===== src/sv/slxfr_pkg.sv =====
// Shared types and constants for the sync/length/XOR frame receiver.
// Used by slxfr_cmd_fifo, slxfr_front, slxfr_back and the top level; depends on nothing.
package slxfr_pkg;

    localparam int FRAME_BUFFER_BYTES = 32;
    localparam int FRAME_OVERHEAD = 4;
    localparam int BYTE_W = 8;
    localparam int CFG_INDEX_W = 2;
    localparam int CMD_FIFO_DEPTH = 2;

    localparam logic [BYTE_W-1:0] SYNC_FIRST_RESET = 8'h06;
    localparam logic [BYTE_W-1:0] SYNC_SECOND_RESET = 8'h85;

    localparam logic [CFG_INDEX_W-1:0] CFG_SYNC_FIRST = 2'd0;
    localparam logic [CFG_INDEX_W-1:0] CFG_SYNC_SECOND = 2'd1;

    typedef enum logic [1:0] {
        ST_PAYLOAD = 2'd0,
        ST_BADSUM = 2'd1,
        ST_TOOLONG = 2'd2
    } status_t;

    typedef enum logic [1:0] {
        PH_FIRST = 2'd0,
        PH_SECOND = 2'd1,
        PH_LENGTH = 2'd2,
        PH_BODY = 2'd3
    } phase_t;

    typedef enum logic {
        BK_IDLE = 1'b0,
        BK_EMIT = 1'b1
    } back_state_t;

    typedef struct packed {
        status_t kind;
        logic [BYTE_W-1:0] count;
    } cmd_t;

endpackage


===== src/sv/slxfr_ram.sv =====
// Generic single-write, single-read RAM with a registered read port.
// Depends on nothing.
module slxfr_ram #(
    parameter int WIDTH = 8,
    parameter int DEPTH = 28
) (
    input  logic                     clk,
    input  logic                     wr_en,
    input  logic [$clog2(DEPTH)-1:0] wr_addr,
    input  logic [WIDTH-1:0]         wr_data,
    input  logic                     rd_en,
    input  logic [$clog2(DEPTH)-1:0] rd_addr,
    output logic [WIDTH-1:0]         rd_data
);

    logic [WIDTH-1:0] mem [DEPTH];
    logic [WIDTH-1:0] rd_data_reg;

    always_ff @(posedge clk)
    begin
        if (wr_en)
        begin
            mem[wr_addr] <= wr_data;
        end
        if (rd_en)
        begin
            rd_data_reg <= mem[rd_addr];
        end
    end

    assign rd_data = rd_data_reg;

endmodule


===== src/sv/slxfr_cmd_fifo.sv =====
// Short request queue between the frame parser and the result sequencer.
// Depends on slxfr_pkg for the request type and queue depth.
module slxfr_cmd_fifo (
    input  logic              clk,
    input  logic              rst_n,
    input  logic              wr_en,
    input  slxfr_pkg::cmd_t   wr_cmd,
    output logic              full,
    input  logic              rd_en,
    output slxfr_pkg::cmd_t   rd_cmd,
    output logic              empty
);

    localparam int PW = $clog2(slxfr_pkg::CMD_FIFO_DEPTH);
    localparam int CW = $clog2(slxfr_pkg::CMD_FIFO_DEPTH + 1);

    slxfr_pkg::cmd_t entry_reg [slxfr_pkg::CMD_FIFO_DEPTH];
    logic [PW-1:0] wr_ptr_reg, wr_ptr_next;
    logic [PW-1:0] rd_ptr_reg, rd_ptr_next;
    logic [CW-1:0] count_reg, count_next;
    logic do_wr, do_rd;

    assign full = (count_reg == CW'(slxfr_pkg::CMD_FIFO_DEPTH));
    assign empty = (count_reg == '0);
    assign do_wr = wr_en && !full;
    assign do_rd = rd_en && !empty;
    assign rd_cmd = entry_reg[rd_ptr_reg];

    always_comb
    begin
        wr_ptr_next = wr_ptr_reg;
        rd_ptr_next = rd_ptr_reg;
        count_next = count_reg;
        if (do_wr)
        begin
            wr_ptr_next = PW'((CW'(wr_ptr_reg) + CW'(1)) % CW'(slxfr_pkg::CMD_FIFO_DEPTH));
        end
        if (do_rd)
        begin
            rd_ptr_next = PW'((CW'(rd_ptr_reg) + CW'(1)) % CW'(slxfr_pkg::CMD_FIFO_DEPTH));
        end
        if (do_wr && !do_rd)
        begin
            count_next = count_reg + CW'(1);
        end
        else if (do_rd && !do_wr)
        begin
            count_next = count_reg - CW'(1);
        end
    end

    always_ff @(posedge clk or negedge rst_n)
    begin
        if (!rst_n)
        begin
            wr_ptr_reg <= '0;
            rd_ptr_reg <= '0;
            count_reg <= '0;
        end
        else
        begin
            wr_ptr_reg <= wr_ptr_next;
            rd_ptr_reg <= rd_ptr_next;
            count_reg <= count_next;
        end
    end

    always_ff @(posedge clk)
    begin
        if (do_wr)
        begin
            entry_reg[wr_ptr_reg] <= wr_cmd;
        end
    end

endmodule


===== src/sv/slxfr_front.sv =====
// Frame parser: sync hunt, length check, body capture into RAM and checksum.
// Depends on slxfr_pkg; issues requests to the queue in front of slxfr_back.
module slxfr_front #(
    parameter int FRAME_BUFFER_BYTES = slxfr_pkg::FRAME_BUFFER_BYTES,
    localparam int BODY_DEPTH = FRAME_BUFFER_BYTES - slxfr_pkg::FRAME_OVERHEAD,
    localparam int AW = $clog2(BODY_DEPTH)
) (
    input  logic                                 clk,
    input  logic                                 rst_n,
    input  logic                                 push,
    output logic                                 full,
    input  logic [slxfr_pkg::BYTE_W-1:0]         rx_byte,
    input  logic                                 cfg_valid,
    output logic                                 cfg_ready,
    input  logic [slxfr_pkg::CFG_INDEX_W-1:0]    cfg_index,
    input  logic [slxfr_pkg::BYTE_W-1:0]         cfg_data,
    output logic                                 cmd_wr,
    output slxfr_pkg::cmd_t                      cmd,
    input  logic                                 cmd_full,
    input  logic                                 burst_done,
    output logic                                 mem_wr_en,
    output logic [AW-1:0]                        mem_wr_addr,
    output logic [slxfr_pkg::BYTE_W-1:0]         mem_wr_data
);

    localparam int LW = slxfr_pkg::BYTE_W + 1;

    slxfr_pkg::phase_t phase_reg, phase_next;
    logic [slxfr_pkg::BYTE_W-1:0] sync_first_reg, sync_second_reg;
    logic [slxfr_pkg::BYTE_W-1:0] len_reg, len_next;
    logic [slxfr_pkg::BYTE_W-1:0] count_reg, count_next;
    logic [slxfr_pkg::BYTE_W-1:0] csum_reg, csum_next;
    logic pend_reg, pend_next;
    logic accept;
    logic too_long;

    assign full = pend_reg || cmd_full;
    assign accept = push && !full;
    assign cfg_ready = 1'b1;
    assign too_long = ({1'b0, rx_byte} > LW'(BODY_DEPTH));

    always_comb
    begin
        phase_next = phase_reg;
        len_next = len_reg;
        count_next = count_reg;
        csum_next = csum_reg;
        if (accept)
        begin
            case (phase_reg)
                slxfr_pkg::PH_FIRST:
                begin
                    if (rx_byte == sync_first_reg)
                    begin
                        phase_next = slxfr_pkg::PH_SECOND;
                    end
                end
                slxfr_pkg::PH_SECOND:
                begin
                    phase_next = (rx_byte == sync_second_reg) ? slxfr_pkg::PH_LENGTH
                                                              : slxfr_pkg::PH_FIRST;
                end
                slxfr_pkg::PH_LENGTH:
                begin
                    if (rx_byte == '0 || too_long)
                    begin
                        phase_next = slxfr_pkg::PH_FIRST;
                    end
                    else
                    begin
                        len_next = rx_byte;
                        count_next = '0;
                        csum_next = rx_byte;
                        phase_next = slxfr_pkg::PH_BODY;
                    end
                end
                slxfr_pkg::PH_BODY:
                begin
                    if (count_reg < len_reg)
                    begin
                        csum_next = csum_reg ^ rx_byte;
                        count_next = count_reg + 8'd1;
                    end
                    else
                    begin
                        phase_next = slxfr_pkg::PH_FIRST;
                    end
                end
                default:
                begin
                    phase_next = slxfr_pkg::PH_FIRST;
                end
            endcase
        end
    end

    always_comb
    begin
        cmd_wr = 1'b0;
        cmd.kind = slxfr_pkg::ST_PAYLOAD;
        cmd.count = count_reg;
        mem_wr_en = 1'b0;
        mem_wr_addr = count_reg[AW-1:0];
        mem_wr_data = rx_byte;
        pend_next = pend_reg && !burst_done;
        if (accept)
        begin
            case (phase_reg)
                slxfr_pkg::PH_LENGTH:
                begin
                    if (rx_byte != '0 && too_long)
                    begin
                        cmd_wr = 1'b1;
                        cmd.kind = slxfr_pkg::ST_TOOLONG;
                    end
                end
                slxfr_pkg::PH_BODY:
                begin
                    if (count_reg < len_reg)
                    begin
                        mem_wr_en = 1'b1;
                    end
                    else if (csum_reg != rx_byte)
                    begin
                        cmd_wr = 1'b1;
                        cmd.kind = slxfr_pkg::ST_BADSUM;
                    end
                    else
                    begin
                        cmd_wr = 1'b1;
                        cmd.kind = slxfr_pkg::ST_PAYLOAD;
                        pend_next = 1'b1;
                    end
                end
                default:
                begin
                    cmd_wr = 1'b0;
                end
            endcase
        end
    end

    always_ff @(posedge clk or negedge rst_n)
    begin
        if (!rst_n)
        begin
            phase_reg <= slxfr_pkg::PH_FIRST;
            len_reg <= '0;
            count_reg <= '0;
            csum_reg <= '0;
            pend_reg <= 1'b0;
            sync_first_reg <= slxfr_pkg::SYNC_FIRST_RESET;
            sync_second_reg <= slxfr_pkg::SYNC_SECOND_RESET;
        end
        else
        begin
            phase_reg <= phase_next;
            len_reg <= len_next;
            count_reg <= count_next;
            csum_reg <= csum_next;
            pend_reg <= pend_next;
            if (cfg_valid && cfg_index == slxfr_pkg::CFG_SYNC_FIRST)
            begin
                sync_first_reg <= cfg_data;
            end
            if (cfg_valid && cfg_index == slxfr_pkg::CFG_SYNC_SECOND)
            begin
                sync_second_reg <= cfg_data;
            end
        end
    end

endmodule


===== src/sv/slxfr_back.sv =====
// Result sequencer: turns queued requests into result items, reading frame bodies from RAM.
// Depends on slxfr_pkg; reads the body RAM written by slxfr_front.
module slxfr_back #(
    parameter int FRAME_BUFFER_BYTES = slxfr_pkg::FRAME_BUFFER_BYTES,
    localparam int BODY_DEPTH = FRAME_BUFFER_BYTES - slxfr_pkg::FRAME_OVERHEAD,
    localparam int AW = $clog2(BODY_DEPTH)
) (
    input  logic                          clk,
    input  logic                          rst_n,
    input  logic                          cmd_empty,
    input  slxfr_pkg::cmd_t               cmd,
    output logic                          cmd_rd,
    output logic                          burst_done,
    output logic                          mem_rd_en,
    output logic [AW-1:0]                 mem_rd_addr,
    input  logic [slxfr_pkg::BYTE_W-1:0]  mem_rd_data,
    output logic                          empty,
    input  logic                          pop,
    output logic [1:0]                    status,
    output logic                          is_command,
    output logic [slxfr_pkg::BYTE_W-1:0]  byte_value,
    output logic                          last
);

    slxfr_pkg::back_state_t state_reg, state_next;
    logic [slxfr_pkg::BYTE_W-1:0] idx_reg, idx_next;
    logic [slxfr_pkg::BYTE_W-1:0] cnt_reg, cnt_next;
    logic out_valid_reg, out_valid_next;
    slxfr_pkg::status_t status_reg, status_next;
    logic is_command_reg, is_command_next;
    logic [slxfr_pkg::BYTE_W-1:0] byte_value_reg, byte_value_next;
    logic last_reg, last_next;
    logic out_free;
    logic at_last;

    assign out_free = !out_valid_reg || pop;
    assign at_last = (idx_reg + 8'd1 == cnt_reg);

    always_comb
    begin
        state_next = state_reg;
        case (state_reg)
            slxfr_pkg::BK_IDLE:
            begin
                if (!cmd_empty && cmd.kind == slxfr_pkg::ST_PAYLOAD)
                begin
                    state_next = slxfr_pkg::BK_EMIT;
                end
            end
            slxfr_pkg::BK_EMIT:
            begin
                if (out_free && at_last)
                begin
                    state_next = slxfr_pkg::BK_IDLE;
                end
            end
            default:
            begin
                state_next = slxfr_pkg::BK_IDLE;
            end
        endcase
    end

    always_comb
    begin
        cmd_rd = 1'b0;
        burst_done = 1'b0;
        mem_rd_en = 1'b0;
        mem_rd_addr = idx_reg[AW-1:0];
        idx_next = idx_reg;
        cnt_next = cnt_reg;
        out_valid_next = out_valid_reg && !pop;
        status_next = status_reg;
        is_command_next = is_command_reg;
        byte_value_next = byte_value_reg;
        last_next = last_reg;
        case (state_reg)
            slxfr_pkg::BK_IDLE:
            begin
                if (!cmd_empty && cmd.kind == slxfr_pkg::ST_PAYLOAD)
                begin
                    cmd_rd = 1'b1;
                    mem_rd_en = 1'b1;
                    mem_rd_addr = '0;
                    idx_next = '0;
                    cnt_next = cmd.count;
                end
                else if (!cmd_empty && out_free)
                begin
                    cmd_rd = 1'b1;
                    out_valid_next = 1'b1;
                    status_next = cmd.kind;
                    is_command_next = 1'b0;
                    byte_value_next = '0;
                    last_next = 1'b1;
                end
            end
            slxfr_pkg::BK_EMIT:
            begin
                if (out_free)
                begin
                    out_valid_next = 1'b1;
                    status_next = slxfr_pkg::ST_PAYLOAD;
                    is_command_next = (idx_reg == '0);
                    byte_value_next = mem_rd_data;
                    last_next = at_last;
                    if (at_last)
                    begin
                        burst_done = 1'b1;
                    end
                    else
                    begin
                        idx_next = idx_reg + 8'd1;
                        mem_rd_en = 1'b1;
                        mem_rd_addr = idx_next[AW-1:0];
                    end
                end
            end
            default:
            begin
                cmd_rd = 1'b0;
            end
        endcase
    end

    always_ff @(posedge clk or negedge rst_n)
    begin
        if (!rst_n)
        begin
            state_reg <= slxfr_pkg::BK_IDLE;
            out_valid_reg <= 1'b0;
            idx_reg <= '0;
            cnt_reg <= '0;
        end
        else
        begin
            state_reg <= state_next;
            out_valid_reg <= out_valid_next;
            idx_reg <= idx_next;
            cnt_reg <= cnt_next;
        end
    end

    always_ff @(posedge clk)
    begin
        status_reg <= status_next;
        is_command_reg <= is_command_next;
        byte_value_reg <= byte_value_next;
        last_reg <= last_next;
    end

    assign empty = !out_valid_reg;
    assign status = status_reg;
    assign is_command = is_command_reg;
    assign byte_value = byte_value_reg;
    assign last = last_reg;

endmodule


===== src/sv/sync_length_xor_frame_receiver_top.sv =====
// Top level of the sync/length/XOR frame receiver: parser, request queue, body RAM, sequencer.
// Depends on slxfr_pkg, slxfr_front, slxfr_cmd_fifo, slxfr_ram and slxfr_back.
//
// Received bytes are pushed one per cycle while full is low; the parser hunts for the two
// sync bytes, takes a nonzero length of at most FRAME_BUFFER_BYTES-4, stores the body in a
// RAM and checks the XOR checksum. Error results are queued as requests and the parser keeps
// accepting bytes until two of them wait. After the checksum byte of a good frame, full
// stays high until the sequencer has read all L body bytes back out of the RAM, one per
// cycle while pop is held. Configuration writes are always taken.
module sync_length_xor_frame_receiver_top #(
    parameter int FRAME_BUFFER_BYTES = slxfr_pkg::FRAME_BUFFER_BYTES
) (
    input  logic                               clk,
    input  logic                               rst_n,
    input  logic                               push,
    output logic                               full,
    input  logic [7:0]                         rx_byte,
    output logic                               empty,
    input  logic                               pop,
    output logic [1:0]                         status,
    output logic                               is_command,
    output logic [7:0]                         byte_value,
    output logic                               last,
    input  logic                               cfg_valid,
    output logic                               cfg_ready,
    input  logic [slxfr_pkg::CFG_INDEX_W-1:0]  cfg_index,
    input  logic [7:0]                         cfg_data
);

    localparam int BODY_DEPTH = FRAME_BUFFER_BYTES - slxfr_pkg::FRAME_OVERHEAD;
    localparam int AW = $clog2(BODY_DEPTH);

    slxfr_pkg::cmd_t wr_cmd, rd_cmd;
    logic cmd_wr, cmd_rd, cmd_full, cmd_empty;
    logic burst_done;
    logic mem_wr_en, mem_rd_en;
    logic [AW-1:0] mem_wr_addr, mem_rd_addr;
    logic [7:0] mem_wr_data, mem_rd_data;

    slxfr_front #(
        .FRAME_BUFFER_BYTES(FRAME_BUFFER_BYTES)
    ) u_front (
        .clk(clk),
        .rst_n(rst_n),
        .push(push),
        .full(full),
        .rx_byte(rx_byte),
        .cfg_valid(cfg_valid),
        .cfg_ready(cfg_ready),
        .cfg_index(cfg_index),
        .cfg_data(cfg_data),
        .cmd_wr(cmd_wr),
        .cmd(wr_cmd),
        .cmd_full(cmd_full),
        .burst_done(burst_done),
        .mem_wr_en(mem_wr_en),
        .mem_wr_addr(mem_wr_addr),
        .mem_wr_data(mem_wr_data)
    );

    slxfr_cmd_fifo u_cmd_fifo (
        .clk(clk),
        .rst_n(rst_n),
        .wr_en(cmd_wr),
        .wr_cmd(wr_cmd),
        .full(cmd_full),
        .rd_en(cmd_rd),
        .rd_cmd(rd_cmd),
        .empty(cmd_empty)
    );

    slxfr_ram #(
        .WIDTH(slxfr_pkg::BYTE_W),
        .DEPTH(BODY_DEPTH)
    ) u_body_ram (
        .clk(clk),
        .wr_en(mem_wr_en),
        .wr_addr(mem_wr_addr),
        .wr_data(mem_wr_data),
        .rd_en(mem_rd_en),
        .rd_addr(mem_rd_addr),
        .rd_data(mem_rd_data)
    );

    slxfr_back #(
        .FRAME_BUFFER_BYTES(FRAME_BUFFER_BYTES)
    ) u_back (
        .clk(clk),
        .rst_n(rst_n),
        .cmd_empty(cmd_empty),
        .cmd(rd_cmd),
        .cmd_rd(cmd_rd),
        .burst_done(burst_done),
        .mem_rd_en(mem_rd_en),
        .mem_rd_addr(mem_rd_addr),
        .mem_rd_data(mem_rd_data),
        .empty(empty),
        .pop(pop),
        .status(status),
        .is_command(is_command),
        .byte_value(byte_value),
        .last(last)
    );

endmodule

===== config.mk =====
export PLATFORM = sky130hd
export DESIGN_NAME = sync_length_xor_frame_receiver_top
export DESIGN_NICKNAME = d
export VERILOG_FILES = /design/src/sv/slxfr_pkg.sv /design/src/sv/slxfr_ram.sv /design/src/sv/slxfr_cmd_fifo.sv /design/src/sv/slxfr_front.sv /design/src/sv/slxfr_back.sv /design/src/sv/sync_length_xor_frame_receiver_top.sv
export SDC_FILE = /design/constraint.sdc
export NUM_CORES = 1
export LEC_CHECK = 0
export BUFFER_PORTS_ARGS = -buffer_cell sky130_fd_sc_hd__buf_2
export CAP_MARGIN = 20
export CORE_ASPECT_RATIO = 0.5
export CORE_MARGIN = 2
export CORE_UTILIZATION = 50
export DETAILED_ROUTE_END_ITERATION = 12
export PLACE_DENSITY = 0.62
export RECOVER_POWER = 50
export SLEW_MARGIN = 20
export SYNTH_ARGS = -nofsm -noshare
export SYNTH_HDL_FRONTEND = slang
export SYNTH_HIERARCHICAL = 1
export SYNTH_SLANG_ARGS = --single-unit

===== constraint.sdc =====
create_clock -name clk -period 6.2 [get_ports clk]
set_input_delay 1.24 -clock clk [delete_from_list [all_inputs] [get_ports clk]]
set_output_delay 1.24 -clock clk [all_outputs]
set_load 0.005 [all_outputs]

==> results of run 1 <==
## synth_stat cells (all sizes together), types with 7 or more instances
cell type | count | area (um^2)
mux2i | 70 | 701
ha | 11 | 138
xnor2 | 17 | 149
nand3 | 21 | 118
nand2 | 86 | 328
mux4 | 26 | 608
o21ai | 15 | 86.3
xor2 | 22 | 193
edfxtp | 264 | 7930
and3 | 7 | 45.1
nand3b | 9 | 67.6
nor2b | 9 | 56.3
inv | 25 | 93.8
buf | 46 | 364
a22oi | 21 | 158
and2 | 16 | 101
a21oi | 14 | 73.8
dfrtp | 60 | 1500
mux2 | 36 | 417
clkbuf | 14 | 55.1
nor2 | 50 | 188
nand4 | 14 | 87.6
## worst max-delay path: stages (launching register included)
cell,delay (ns)
sky130_fd_sc_hd__dfrtp_1,0.57
sky130_fd_sc_hd__ha_1,0.35
sky130_fd_sc_hd__nand3_1,0.17
sky130_fd_sc_hd__o21ai_0,0.17
sky130_fd_sc_hd__o21ai_0,0.15
sky130_fd_sc_hd__a211o_2,0.39
sky130_fd_sc_hd__o21ai_4,0.32
sky130_fd_sc_hd__mux2_1,0.78
sky130_fd_sc_hd__nor2b_1,0.97
sky130_fd_sc_hd__a22oi_1,0.21
sky130_fd_sc_hd__nand3_1,0.17
sky130_fd_sc_hd__nand4_1,0.11
## cells by family (layout without fill, tap and decap cells)
| family | after synthesis | count (layout) |
|---|---|---|
| AND/OR/NAND/NOR | 250 | 250 |
| multiplexers | 132 | 132 |
| other | 1 | 1 |
| adder cells (fa/ha/maj) | 11 | 11 |
| XOR/XNOR | 39 | 39 |
| flip-flops | 329 | 329 |
| AO/OA/AOI/OAI | 106 | 106 |
| buffers and inverters | 85 | 125 |
## final timing paths
| check | from | to | slack (ns) | cells past startpoint |
|---|---|---|---|---|
| max | u_back/idx_reg[0] | u_body_ram/rd_data[6] | 1.59 | 11 |
| min | u_front/len_reg[5] | u_front/len_reg[5] | 0.49 | 1 |
| max reg2reg | u_back/idx_reg[0] | u_body_ram/rd_data[6] | 1.59 | 11 |
| min reg2reg | u_front/len_reg[5] | u_front/len_reg[5] | 0.49 | 1 |
| max in group asynchronous | rst_n | u_front/csum_reg[6] | 2.13 | 2 |
| min in group asynchronous | rst_n | u_cmd_fifo/count_reg[0] | 2.02 | 2 |
## per-stage QoR
stage	cell area [um^2]	hold slack, ns
finish	15500	0.489
global route	15500	0.509
CTS	15600	0.492
detailed placement	14700	0.471
global placement	14700	0.469
floorplan	14400	0.454
## routing by layer
metal  GRT usage [%]  vias up
met1            30.6     4074
li1                -     3637
met3            3.99       49
met5               0        -
met2            32.4      256
met4            5.11        0
## where the power goes
group / leakage (uW) / internal [uW] / switching [uW] / total, uW
Combinational: 0.00157 / 35.8 / 60.6 / 96.4
Clock: 0.000421 / 903 / 771 / 1670
Sequential: 0.00316 / 2410 / 13.1 / 2420
Total: 0.00516 / 3350 / 845 / 4190
## final cells by class
type	count	share of cell area [%]
repair buffers	46	1.58
clock inverters	16	0.660
clock buffers	38	4.89
flip-flops and latches	329	61.5
inverters	25	0.604
multi-input cells	539	27.7
well taps	382	3.08
==> summary.md, run 1 <==
| Metric | Value |
|---|---|
| Fin. max-slew vios | 359 |
| Synth Net Count | 987 |
| Maximum frequency from static timing analysis | 217 MHz |
| H-tree Lvls | 1 |
| Most frequent cells in the layout | sky130_fd_sc_hd__edfxtp_1 (264), sky130_fd_sc_hd__nand2_1 (84), sky130_fd_sc_hd__mux2i_1 (69) |
| DR vias/cell | 5.83 |
| Placed instance count | 1321 |
| CP Capture Type | register |
| Worst Clk Skew | 0.0361 ns |
| Largest fanout of any net on the critical path | 21 |
| Clock tree sinks | 329 |
| Dominant synthesized flop cell | sky130_fd_sc_hd__edfxtp_1 |
| XOR/XNOR Fraction of Synth Area | 2.38% |
| Crit start category | register |
| First-pass GRT wire length | 46.8 mm |
| Total Wirelength | 30.9 mm |
| Worst supply voltage drop on vdd | 0.188 mV |
| Yosys reg bits | 329 |
| Count of mapped cells out of synthesis | 953 |
| Number of ports placed on the die boundary | 38 |
| Max FFs per register | 224 |
| Post-layout power | 4190 uW |
| Overall via count from detail_route | 8016 |
| Number of cells in the finished layout apart from fillers | 1375 |
| Post-route fraction of the period consumed by the critical path | 74.3% |
| Leakage power of the design | 0.00516 uW |
| Data required time of the worst path | 6.51 ns |
| Total number of nets in the final design | 1004 |
| Min Tclk post-route | 4.61 ns |
| Share of cells above drive strength 1 | 14.7% |
| DRT Pass-1 Iters | 5 |
| Total congestion overflow after global routing | 0 |
| Vias in the first global route | 7770 |
| Setup WS pre-CTS | 1.49 ns |
| GP Congestion | 0.880 |
| Slew Limit Headroom | -142% |
| Vertical extent of the die | 124 um |
| Initial Utilization | 51.3% |
| Inserted Diodes | 0 |
| Max Cap Violations | 9 |
| Die extent in x | 244 um |
| Number of enable-type register cells in the synthesized netlist | 264 |
| Number of setup violations in the final report | 0 |
| Final Hold Vio Count | 0 |
| CTS Hold Bufs | 0 |
| Wire length on met3 | 2.00 mm |
| Die Area | 30200 um^2 |
| Buffers from clock root to sink, at most | 3 |
| Setup TNS | 0 ns |
| Post-synthesis instance area | 14400 um^2 |
| Detail Placement HPWL | 20.2 mm |
| Synth cell types | 81 |
| Met1 Wirelength | 14.3 mm |
| Power Dens Cells | 270 nW/um^2 |
| Classification of the worst-slack hold path | register to register |
| Standard cell core area | 28000 um^2 |
| Violations in the final reports | capacitance limit, slew limit |
| TritonCTS buffer count | 29 |
| Main combinational cell family by area after synthesis | multiplexers |
| Synthesized-area fraction occupied by ao, oa, aoi and oai cells | 5.64% |
| Clock Pin Slew Worst Setup and Hold Paths | 0.07 ns |
| PostCTS Resize Cnt | 0 |
| PortBufs | 36 |
| Worst EP arrival | 4.92 ns |
| Least setup slack across all paths after layout | 1.59 ns |
| TritonCTS clock tree | built |
| Run status | complete, but fails checks |
| Fill cell total of the finished layout | 2258 |
| Area growth, synth to finish | 8.20% |
| DRC violations left | 0 |
| Initial drt markers | 631 |
| Transition time of the tightest slew-check pin | 3.63 ns |
| Sequential share of the synthesized area | 66.6% |
| Synthesis Warnings | 6 |
| Top routing layer used | met4 |
| Largest net degree at the start of global routing | 87 |
| Mux cell area share after synthesis | 12.0% |
| Area share of fa/ha/maj cells after synthesis | 0.958% |
| Wire length per cell after detailed routing | 22.5 um |
| Category of the most critical setup path | register to register |
| Clock latency at the later pin of the worst-skew pair | 0.58 ns |
| Total area of multi-input combinational cells | 4300 um^2 |
| Synthesized-area fraction occupied by and/or/nand/nor cells | 8.85% |
| Number of rows in the core area | 43 |
| Antenna Violating Nets Remaining | 0 |
| Area taken by flip-flops and latches | 9560 um^2 |
| Finished Core Util | 55.6% |
| Setup repair after global routing missed its margin | false |
| Avg Cell Area, Syn | 15.1 um^2 |
| Total global routing track utilization | 20.8% |
| Routed length on met2 | 13.9 mm |
| Buffer cell driving the clock tree root | sky130_fd_sc_hd__clkbuf_16 |
| Total setup buffers inserted after CTS | 0 |
| Leading cell type in the layout, fill and taps excluded | sky130_fd_sc_hd__edfxtp_1 |
| Number of antenna violations at the first check in global routing | 0 |
| Proportion of synthesized flip-flops having asynchronous set or reset | 19.8% |
Note: power is estimated with default switching activity, not from simulation.
==> inputs of run 2 (changes only) <==
--- a/config.mk
+++ b/config.mk
@@ -5,13 +5,14 @@
 export SDC_FILE = /design/constraint.sdc
 export NUM_CORES = 1
 export LEC_CHECK = 0
+export ABC_AREA = 1
 export BUFFER_PORTS_ARGS = -buffer_cell sky130_fd_sc_hd__buf_2
 export CAP_MARGIN = 20
 export CORE_ASPECT_RATIO = 0.5
 export CORE_MARGIN = 2
 export CORE_UTILIZATION = 50
 export DETAILED_ROUTE_END_ITERATION = 12
-export PLACE_DENSITY = 0.62
+export PLACE_DENSITY = 0.65
 export RECOVER_POWER = 50
 export SLEW_MARGIN = 20
 export SYNTH_ARGS = -nofsm -noshare
==> constraint.sdc (replaced) <==
create_clock -name clk -period 4.2 [get_ports clk]
set_input_delay 0.84 -clock clk [delete_from_list [all_inputs] [get_ports clk]]
set_output_delay 0.84 -clock clk [all_outputs]
set_load 0.005 [all_outputs]
==> run 2 against run 1 <==
Compared with the run above: the flow still finishes with violations (capacitance limit, slew limit); maximum frequency rose by 28%; non-clock buffer count rose by 31; cell count rose by 42%; clock skew fell by 0.0016 ns; first-iteration DRC count rose by 66%; clock power rose by 57%; final area rose by 5.4%; global-route usage rose by 1.7 points; largest cell class unchanged.
==> summary.md, run 2 <==
| Metric | Value |
|---|---|
| Yosys reg bits | 329 (unchanged) |
| Worst EP arrival | 3.93 ns (was 4.92 ns) |
| Clock latency at the later pin of the worst-skew pair | 0.59 ns (was 0.58 ns) |
| DRC violations left | 0 (unchanged) |
| CP Capture Type | register (unchanged) |
| Worst supply voltage drop on vdd | 0.381 mV (was 0.188 mV) |
| First-pass GRT wire length | 55.6 mm (was 46.8 mm) |
| Detail Placement HPWL | 22.5 mm (was 20.2 mm) |
| Total setup buffers inserted after CTS | 0 (unchanged) |
| Placed instance count | 1899 (was 1321) |
| Classification of the worst-slack hold path | input pin to register (was register to register) |
| Fraction of power consumed by combinational cells | 35.2% (was 2.3%) |
| Wire length per cell after detailed routing | 17.9 um (was 22.5 um) |
| Most frequent cells in the layout | sky130_fd_sc_hd__nand2_1 (445), sky130_fd_sc_hd__edfxtp_1 (264), sky130_fd_sc_hd__nand3_1 (184) (was sky130_fd_sc_hd__edfxtp_1 (264), sky130_fd_sc_hd__nand2_1 (84), sky130_fd_sc_hd__mux2i_1 (69)) |
| Buffer cell driving the clock tree root | sky130_fd_sc_hd__clkbuf_16 (unchanged) |
| Inserted Diodes | 0 (unchanged) |
| Synth Net Count | 1543 (was 987) |
| Count of mapped cells out of synthesis | 1509 (was 953) |
| Largest incremental delay on the critical path | 0.56 ns (was 0.97 ns) |
| Dominant cell by count in the synthesized netlist | sky130_fd_sc_hd__nand2_1 (was sky130_fd_sc_hd__edfxtp_1) |
| Number of enable-type register cells in the synthesized netlist | 264 (unchanged) |
| Data required time of the worst path | 4.54 ns (was 6.51 ns) |
| Post-layout power | 10200 uW (was 4190 uW) |
| Clock tree sinks | 329 (unchanged) |
| Initial Utilization | 51.2% (was 51.3%) |
| Synth top area share | 53.0% (was 55.2%) |
| Area taken by flip-flops and latches | 9560 um^2 (unchanged) |
| Number of setup violations in the final report | 0 (unchanged) |
| Die Area | 31400 um^2 (was 30200 um^2) |
| Worst Clk Skew | 0.0345 ns (was 0.0361 ns) |
| Post-route fraction of the period consumed by the critical path | 85.6% (was 74.3%) |
| Setup WS pre-CTS | 0.660 ns (was 1.49 ns) |
| Largest net degree at the start of global routing | 73 (was 87) |
| Crit path cell chain | ha_1 -> nand2_2 -> nor2_2 -> nand2_1 -> nand3b_1 -> nand2_1 -> nor2_1 -> nand3_2 -> nand2_4 -> nand3_1 -> nand2_2 -> buf_4 -> nand3_1 -> nand3_1 -> nand2_1 -> nand2_1 -> nand2_1 -> nand2_1 -> nand2_1 (was ha_1 -> nand3_1 -> o21ai_0 -> o21ai_0 -> a211o_2 -> o21ai_4 -> mux2_1 -> nor2b_1 -> a22oi_1 -> nand3_1 -> nand4_1) |
| TritonCTS clock tree | built (unchanged) |
| Total global routing track utilization | 22.5% (was 20.8%) |
| Vias in the first global route | 10240 (was 7770) |
| H-tree Lvls | 1 (unchanged) |
| Standard cell with the maximum stage delay on the critical path | sky130_fd_sc_hd__buf_4 (was sky130_fd_sc_hd__nor2b_1) |
| Min Tclk post-route | 3.59 ns (was 4.61 ns) |
| Power Dens Cells | 622 nW/um^2 (was 270 nW/um^2) |
| Fin. max-slew vios | 316 (was 359) |
| Standard cell core area | 29200 um^2 (was 28000 um^2) |
| Synth cell types | 40 (was 81) |
| Leakage power of the design | 0.00685 uW (was 0.00516 uW) |
| Total Wirelength | 35.0 mm (was 30.9 mm) |
| Post-synthesis instance area | 15000 um^2 (was 14400 um^2) |
| Total number of nets in the final design | 1574 (was 1004) |
| Area growth, synth to finish | 9.50% (was 8.20%) |
| Proportion of synthesized flip-flops having asynchronous set or reset | 19.8% (unchanged) |
| Sequential share of the synthesized area | 63.9% (was 66.6%) |
| Crit start category | register (unchanged) |
| Slew Limit Headroom | -62.8% (was -142%) |
| Category of the most critical setup path | register to register (unchanged) |
| Transition time of the tightest slew-check pin | 2.44 ns (was 3.63 ns) |
| Largest fanout of any net on the critical path | 58 (was 21) |
| Vertical extent of the die | 126 um (was 124 um) |
| Number of ports placed on the die boundary | 38 (unchanged) |
| Cell taking the most area after synthesis | sky130_fd_sc_hd__edfxtp_1 (unchanged) |
| PostCTS Resize Cnt | 0 (unchanged) |
| Internal power | 6360 uW (was 3350 uW) |
| Hold path depth | 2 (was 1) |
| Violations in the final reports | capacitance limit, slew limit (unchanged) |
| Share of cells above drive strength 1 | 9.02% (was 14.7%) |
| Register-to-Register Path Depth | 19 (was 11) |
| Number of antenna violations at the first check in global routing | 0 (unchanged) |
| Max FFs per register | 224 (unchanged) |
| Final Hold Vio Count | 0 (unchanged) |
| Maximum frequency from static timing analysis | 278 MHz (was 217 MHz) |
| DR vias/cell | 5.40 (was 5.83) |
| GP Congestion | 0.884 (was 0.880) |
| Total congestion overflow after global routing | 0 (unchanged) |
| Synthesis Warnings | 6 (unchanged) |
| Overall via count from detail_route | 10550 (was 8016) |
| Power dissipated by switching net loads | 3830 uW (was 845 uW) |
| Fill cell total of the finished layout | 2526 (was 2258) |
| Clock Pin Slew Worst Setup and Hold Paths | 0.06 ns (was 0.07 ns) |
| CTS Hold Bufs | 0 (unchanged) |
| Buffers from clock root to sink, at most | 3 (unchanged) |
| Top cells by instance count after synthesis | sky130_fd_sc_hd__nand2_1 (447), sky130_fd_sc_hd__edfxtp_1 (264), sky130_fd_sc_hd__nand3_1 (184) (was sky130_fd_sc_hd__edfxtp_1 (264), sky130_fd_sc_hd__nand2_1 (84), sky130_fd_sc_hd__mux2i_1 (70)) |
| Max Cap Violations | 9 (unchanged) |
| DRT Pass-1 Iters | 6 (was 5) |
| Flop pwr share | 39.0% (was 57.8%) |
| Number of rows in the core area | 44 (was 43) |
| Least setup slack across all paths after layout | 0.606 ns (was 1.59 ns) |
| Die extent in x | 249 um (was 244 um) |
| Cell with the most instances on the worst path | sky130_fd_sc_hd__nand2_1 |
| Leading cell type in the layout, fill and taps excluded | sky130_fd_sc_hd__nand2_1 (was sky130_fd_sc_hd__edfxtp_1) |
| TritonCTS buffer count | 30 (was 29) |
| Switching portion of total power | 37.6% (was 20.2%) |
| Setup repair after global routing missed its margin | false (unchanged) |
| PortBufs | 36 (unchanged) |
| Run status | complete, but fails checks (unchanged) |
| Avg Cell Area, Syn | 9.91 um^2 (was 15.1 um^2) |
| Dominant cells by area after synthesis | sky130_fd_sc_hd__edfxtp_1 (53%), sky130_fd_sc_hd__nand2_1 (11%), sky130_fd_sc_hd__dfrtp_1 (10%) (was sky130_fd_sc_hd__edfxtp_1 (55%), sky130_fd_sc_hd__dfrtp_1 (10%), sky130_fd_sc_hd__mux2i_1 (4.9%)) |
| Antenna Violating Nets Remaining | 0 (unchanged) |
| Initial drt markers | 1045 (was 631) |
| Setup TNS | 0 ns (unchanged) |
| Dominant synthesized flop cell | sky130_fd_sc_hd__edfxtp_1 (unchanged) |
| Clock group share of total power | 25.8% (was 39.9%) |
| Number of cells in the finished layout apart from fillers | 1954 (was 1375) |
| Total area of multi-input combinational cells | 4370 um^2 (was 4300 um^2) |
-- run 2: cell types whose count changed after synthesis, moves of 19 or more --
cell                      change
sky130_fd_sc_hd__o21ai_0     +51
sky130_fd_sc_hd__a22oi_1     -21
sky130_fd_sc_hd__buf_2       +19
sky130_fd_sc_hd__nor2_1      +79
sky130_fd_sc_hd__mux2i_1     -70
sky130_fd_sc_hd__xor2_1      -20
sky130_fd_sc_hd__nand2_1    +363
sky130_fd_sc_hd__inv_1      +125
sky130_fd_sc_hd__mux4_2      -20
sky130_fd_sc_hd__nand3_1    +164
-- run 2: layout make-up --
class                      instances  share of cell area, %
clock buffer                      41                   4.83
clock inverter                    14                  0.771
inverter                         156                   3.57
multi-input combinational        946                   26.7
sequential                       329                   58.4
tap                              391                   2.99
timing repair buffer              77                   2.77
-- run 2: worst max-delay path, delay by kind of cell (launching register included) --
family | cells | cell delay (ns)
flip-flops | 1 | 0.42
buffers and inverters | 1 | 0.56
adder cells (fa/ha/maj) | 1 | 0.22
AND/OR/NAND/NOR | 17 | 2.13
-- run 2: cell families after synthesis --
| logic type | count (synthesis) | share of synthesized area [%] |
|---|---|---|
| XOR/XNOR | 24 | 1.41 |
| adder cells (fa/ha/maj) | 11 | 0.920 |
| AO/OA/AOI/OAI | 90 | 3.28 |
| flip-flops | 329 | 63.9 |
| other | 1 | 0.0251 |
| AND/OR/NAND/NOR | 817 | 23.3 |
| buffers and inverters | 234 | 6.92 |
| multiplexers | 3 | 0.226 |
-- run 2: final timing paths --
| path | from | to | slack (ns) |
|---|---|---|---|
| setup / recovery | u_back/idx_reg[1] | u_body_ram/rd_data[1] | 0.61 |
| hold / removal | pop | u_back/out_valid_reg | 0.48 |
| setup reg to reg | u_back/idx_reg[1] | u_body_ram/rd_data[1] | 0.61 |
| hold reg to reg | u_cmd_fifo/wr_ptr_reg | u_cmd_fifo/wr_ptr_reg | 0.48 |
| max in group asynchronous | rst_n | u_back/idx_reg[2] | 1.13 |
| min in group asynchronous | rst_n | u_front/count_reg[7] | 1.02 |
-- run 2: power by group through the flow --
stage          combinational, uW  sequential [uW]  clock (uW)
2_1_floorplan               2670             3960           0
3_5_place_dp                3550             4030           0
3_3_place_gp                3500             4030           0
6_report                    3590             3970        2630
4_1_cts                     3560             3970        2690
5_1_grt                     4010             3990        2820
-- run 2: routing by layer --
| metal | routed length [um] | vias to the layer above | GRT usage [%] |
|---|---|---|---|
| met5 | 0 | - | 0 |
| met4 | 680 | 0 | 5.10 |
| met3 | 2510 | 50 | 4.12 |
| met2 | 16200 | 368 | 36.6 |
| met1 | 15600 | 5123 | 31.9 |
| li1 | - | 5009 | - |
-- run 2: stage by stage --
stage                     area [um^2]  hold slack (ns)  utilization (%)
after global routing            16400            0.455             56.0
final                           16400            0.478             56.0
after detailed placement        15500            0.476             53.1
after floorplan                 15000            0.449                -
after global placement          15500            0.461             53.1
after CTS                       16400            0.448             56.2
==> inputs of run 3 (changes only) <==
--- a/config.mk
+++ b/config.mk
@@ -9,10 +9,10 @@
 export BUFFER_PORTS_ARGS = -buffer_cell sky130_fd_sc_hd__buf_2
 export CAP_MARGIN = 20
 export CORE_ASPECT_RATIO = 0.5
-export CORE_MARGIN = 2
 export CORE_UTILIZATION = 50
+export CTS_CLUSTER_DIAMETER = 100
 export DETAILED_ROUTE_END_ITERATION = 12
-export PLACE_DENSITY = 0.65
+export PLACE_DENSITY = 0.62
 export RECOVER_POWER = 50
 export SLEW_MARGIN = 20
 export SYNTH_ARGS = -nofsm -noshare
==> constraint.sdc (replaced) <==
create_clock -name clk -period 3.9 [get_ports clk]
set_input_delay 0.78 -clock clk [delete_from_list [all_inputs] [get_ports clk]]
set_output_delay 0.78 -clock clk [all_outputs]
set_load 0.005 [all_outputs]
==> run 3 against run 2 <==
Compared with the run above: the run still ends with capacitance limit, slew limit left; total power is 6.8% higher; worst hold slack worse by 0.057 ns; sequential cell count stayed put; via count is 1.5% lower; sequential power is 7.6% higher; global-route usage is 0.66 points higher.
==> summary.md, run 3 (same netlist as run 2, synthesis figures left out) <==
| Metric | Value |
|---|---|
| Finished Core Util | 56.4% (was 56.0%) |
| Largest fanout of any net on the critical path | 22 (was 58) |
| Register-to-Register Path Depth | 17 (was 19) |
| Kind of cell adding the most delay to the critical path | buffers and inverters (was simple AND/OR/NAND/NOR gates) |
| PostCTS Resize Cnt | 0 (unchanged) |
| Standard cell with the maximum stage delay on the critical path | sky130_fd_sc_hd__dfrtp_1 (was sky130_fd_sc_hd__buf_4) |
| Category of the most critical setup path | register to register (unchanged) |
| GP Congestion | 0.859 (was 0.884) |
| DRT Pass-1 Iters | 5 (was 6) |
| Number of antenna violations at the first check in global routing | 0 (unchanged) |
| Area growth, synth to finish | 9.97% (was 9.50%) |
| Setup TNS | 0 ns (unchanged) |
| Largest net degree at the start of global routing | 70 (was 73) |
| Clock latency at the later pin of the worst-skew pair | 0.57 ns (was 0.59 ns) |
| Die extent in x | 247 um (was 249 um) |
| Number of rows in the core area | 44 (unchanged) |
| Vias in the first global route | 10140 (was 10240) |
| Leakage power of the design | 0.00691 uW (was 0.00685 uW) |
| Die Area | 30700 um^2 (was 31400 um^2) |
| Worst r2r src | u_cmd_fifo/rd_ptr_reg (was u_back/idx_reg[1]) |
| Final Hold Vio Count | 0 (unchanged) |
| Overall via count from detail_route | 10395 (was 10550) |
| Clock tree sinks | 329 (unchanged) |
| Transition time of the tightest slew-check pin | 2.08 ns (was 2.44 ns) |
| Clock Pin Slew Worst Setup and Hold Paths | 0.06 ns (about the same) |
| Worst Clk Skew | 0.0227 ns (was 0.0345 ns) |
| Total global routing track utilization | 23.1% (was 22.5%) |
| Most frequent cells in the layout | sky130_fd_sc_hd__nand2_1 (445), sky130_fd_sc_hd__edfxtp_1 (264), sky130_fd_sc_hd__nand3_1 (184) (unchanged) |
| Post-route fraction of the period consumed by the critical path | 88.9% (was 85.6%) |
| Hold path depth | 2 (unchanged) |
| Hold path startpoint | pop (unchanged) |
| Total number of nets in the final design | 1590 (was 1574) |
| Number of ports placed on the die boundary | 38 (unchanged) |
| Power Dens Cells | 662 nW/um^2 (was 622 nW/um^2) |
| Fill cell total of the finished layout | 2571 (was 2526) |
| Count of buffer and inverter cells on the critical path | 5 (was 1) |
| Antenna Violating Nets Remaining | 0 (unchanged) |
| Max FFs per register | 224 (unchanged) |
| TritonCTS clock tree | built (unchanged) |
| Setup slack, reg-to-reg | 0.43 ns (was 0.61 ns) |
| H-tree Lvls | 1 (unchanged) |
| Buffers from clock root to sink, at most | 3 (unchanged) |
| Initial drt markers | 940 (was 1045) |
| Worst supply voltage drop on vdd | 0.436 mV (was 0.381 mV) |
| Largest incremental delay on the critical path | 0.57 ns (was 0.56 ns) |
| Fin. max-slew vios | 271 (was 316) |
| DRC violations left | 0 (unchanged) |
| Worst EP arrival | 3.78 ns (was 3.93 ns) |
| First-pass GRT wire length | 55.2 mm (was 55.6 mm) |
| Inserted Diodes | 0 (unchanged) |
| Min Tclk post-route | 3.47 ns (was 3.59 ns) |
| Post-layout power | 10900 uW (was 10200 uW) |
| Leading cell type in the layout, fill and taps excluded | sky130_fd_sc_hd__nand2_1 (unchanged) |
| Data required time of the worst path | 4.22 ns (was 4.54 ns) |
| Area taken by flip-flops and latches | 9560 um^2 (unchanged) |
| Violations in the final reports | capacitance limit, slew limit (unchanged) |
| Max Cap Violations | 8 (was 9) |
| Initial Utilization | 51.3% (was 51.2%) |
| Detail Placement HPWL | 22.0 mm (was 22.5 mm) |
| CP Capture Type | register (unchanged) |
| Crit start category | register (unchanged) |
| Maximum frequency from static timing analysis | 289 MHz (was 278 MHz) |
| PortBufs | 36 (unchanged) |
| Total congestion overflow after global routing | 0 (unchanged) |
| Setup repair after global routing missed its margin | false (unchanged) |
| Crit path cell chain | inv_1 -> nand2_1 -> nand2_1 -> nor2_1 -> inv_1 -> nor2_1 -> nand2_1 -> buf_4 -> nand3_1 -> nand2_1 -> inv_1 -> buf_4 -> nand3_1 -> nand2_1 -> nand2_1 -> nand2_1 -> nand2_1 (was ha_1 -> nand2_2 -> nor2_2 -> nand2_1 -> nand3b_1 -> nand2_1 -> nor2_1 -> nand3_2 -> nand2_4 -> nand3_1 -> nand2_2 -> buf_4 -> nand3_1 -> nand3_1 -> nand2_1 -> nand2_1 -> nand2_1 -> nand2_1 -> nand2_1) |
| Total Wirelength | 34.5 mm (was 35.0 mm) |
| Capturing point of the worst reg2reg path | u_body_ram/rd_data[7] (was u_body_ram/rd_data[1]) |
| Standard cell core area | 29200 um^2 (about the same) |
| Classification of the worst-slack hold path | input pin to register (unchanged) |
| Slew Limit Headroom | -38.9% (was -62.8%) |
| Run status | complete, but fails checks (unchanged) |
| End of the worst hold path | u_back/out_valid_reg (unchanged) |
| TritonCTS buffer count | 29 (was 30) |
| Number of setup violations in the final report | 0 (unchanged) |
| Total area of multi-input combinational cells | 4380 um^2 (was 4370 um^2) |
| Share of cells above drive strength 1 | 10.1% (was 9.02%) |
| CTS Hold Bufs | 0 (unchanged) |
| Total setup buffers inserted after CTS | 0 (unchanged) |
| DR vias/cell | 5.28 (was 5.40) |
| Buffer cell driving the clock tree root | sky130_fd_sc_hd__clkbuf_16 (unchanged) |
| Vertical extent of the die | 124 um (was 126 um) |
| Cell with the most instances on the worst path | sky130_fd_sc_hd__nand2_1 (unchanged) |
| Wire length per cell after detailed routing | 17.5 um (was 17.9 um) |
-- run 3: cell count changes in the layout (fill, tap and decap cells not counted), moves of 2 or more --
cell and delta:
sky130_fd_sc_hd__clkbuf_1 -3, sky130_fd_sc_hd__clkinv_1 -2, sky130_fd_sc_hd__buf_4 +15, sky130_fd_sc_hd__bufinv_16 -2, sky130_fd_sc_hd__buf_12 +2, sky130_fd_sc_hd__buf_2 +3
-- run 3: worst max-delay path by stage --
stage                                        to  slack [ns]                   from  depth (start not counted)
after floorplan           u_body_ram/rd_data[0]        1.24      u_back/idx_reg[0]                         19
after global placement    u_body_ram/rd_data[0]        0.45  u_cmd_fifo/rd_ptr_reg                         17
after detailed placement  u_body_ram/rd_data[7]        0.41      u_back/idx_reg[0]                         19
final                     u_body_ram/rd_data[7]        0.43  u_cmd_fifo/rd_ptr_reg                         17
after CTS                 u_body_ram/rd_data[0]        0.40      u_back/idx_reg[0]                         19
after global routing      u_body_ram/rd_data[7]        0.07  u_cmd_fifo/rd_ptr_reg                         17
-- run 3: layer usage --
metal | vias to the layer above | routed length, um | GRT usage (%)
met2 | 276 | 15500 | 35.7
met5 | - | 0 | 0
met1 | 5026 | 16200 | 34.5
met4 | 0 | 578 | 4.83
li1 | 5048 | - | -
met3 | 45 | 2180 | 4.03
-- run 3: cell type report --
cell class | instances | area share [%]
tap | 391 | 2.97
clock inverter | 11 | 0.319
inverter | 156 | 3.56
clock buffer | 41 | 4.68
sequential | 329 | 58.1
timing repair buffer | 94 | 3.72
multi-input combinational | 946 | 26.6
-- run 3: metrics by stage --
| stage | setup WS, ns | hold slack [ns] | std cells | area [um^2] |
|---|---|---|---|---|
| 5_1_grt | 0.0678 | 0.407 | 1968 | 16500 |
| 3_3_place_gp | 0.447 | 0.464 | 1916 | 15700 |
| 3_5_place_dp | 0.413 | 0.474 | 1916 | 15700 |
| 4_1_cts | 0.398 | 0.215 | 1968 | 16500 |
| 2_1_floorplan | 1.24 | 0.449 | 1509 | 15000 |
| 6_report | 0.434 | 0.420 | 1968 | 16500 |
-- run 3: where the power goes --
| group | internal, uW | switching, uW |
|---|---|---|
| clock network | 1370 | 1230 |
| logic | 1270 | 2740 |
| registers | 4100 | 169 |
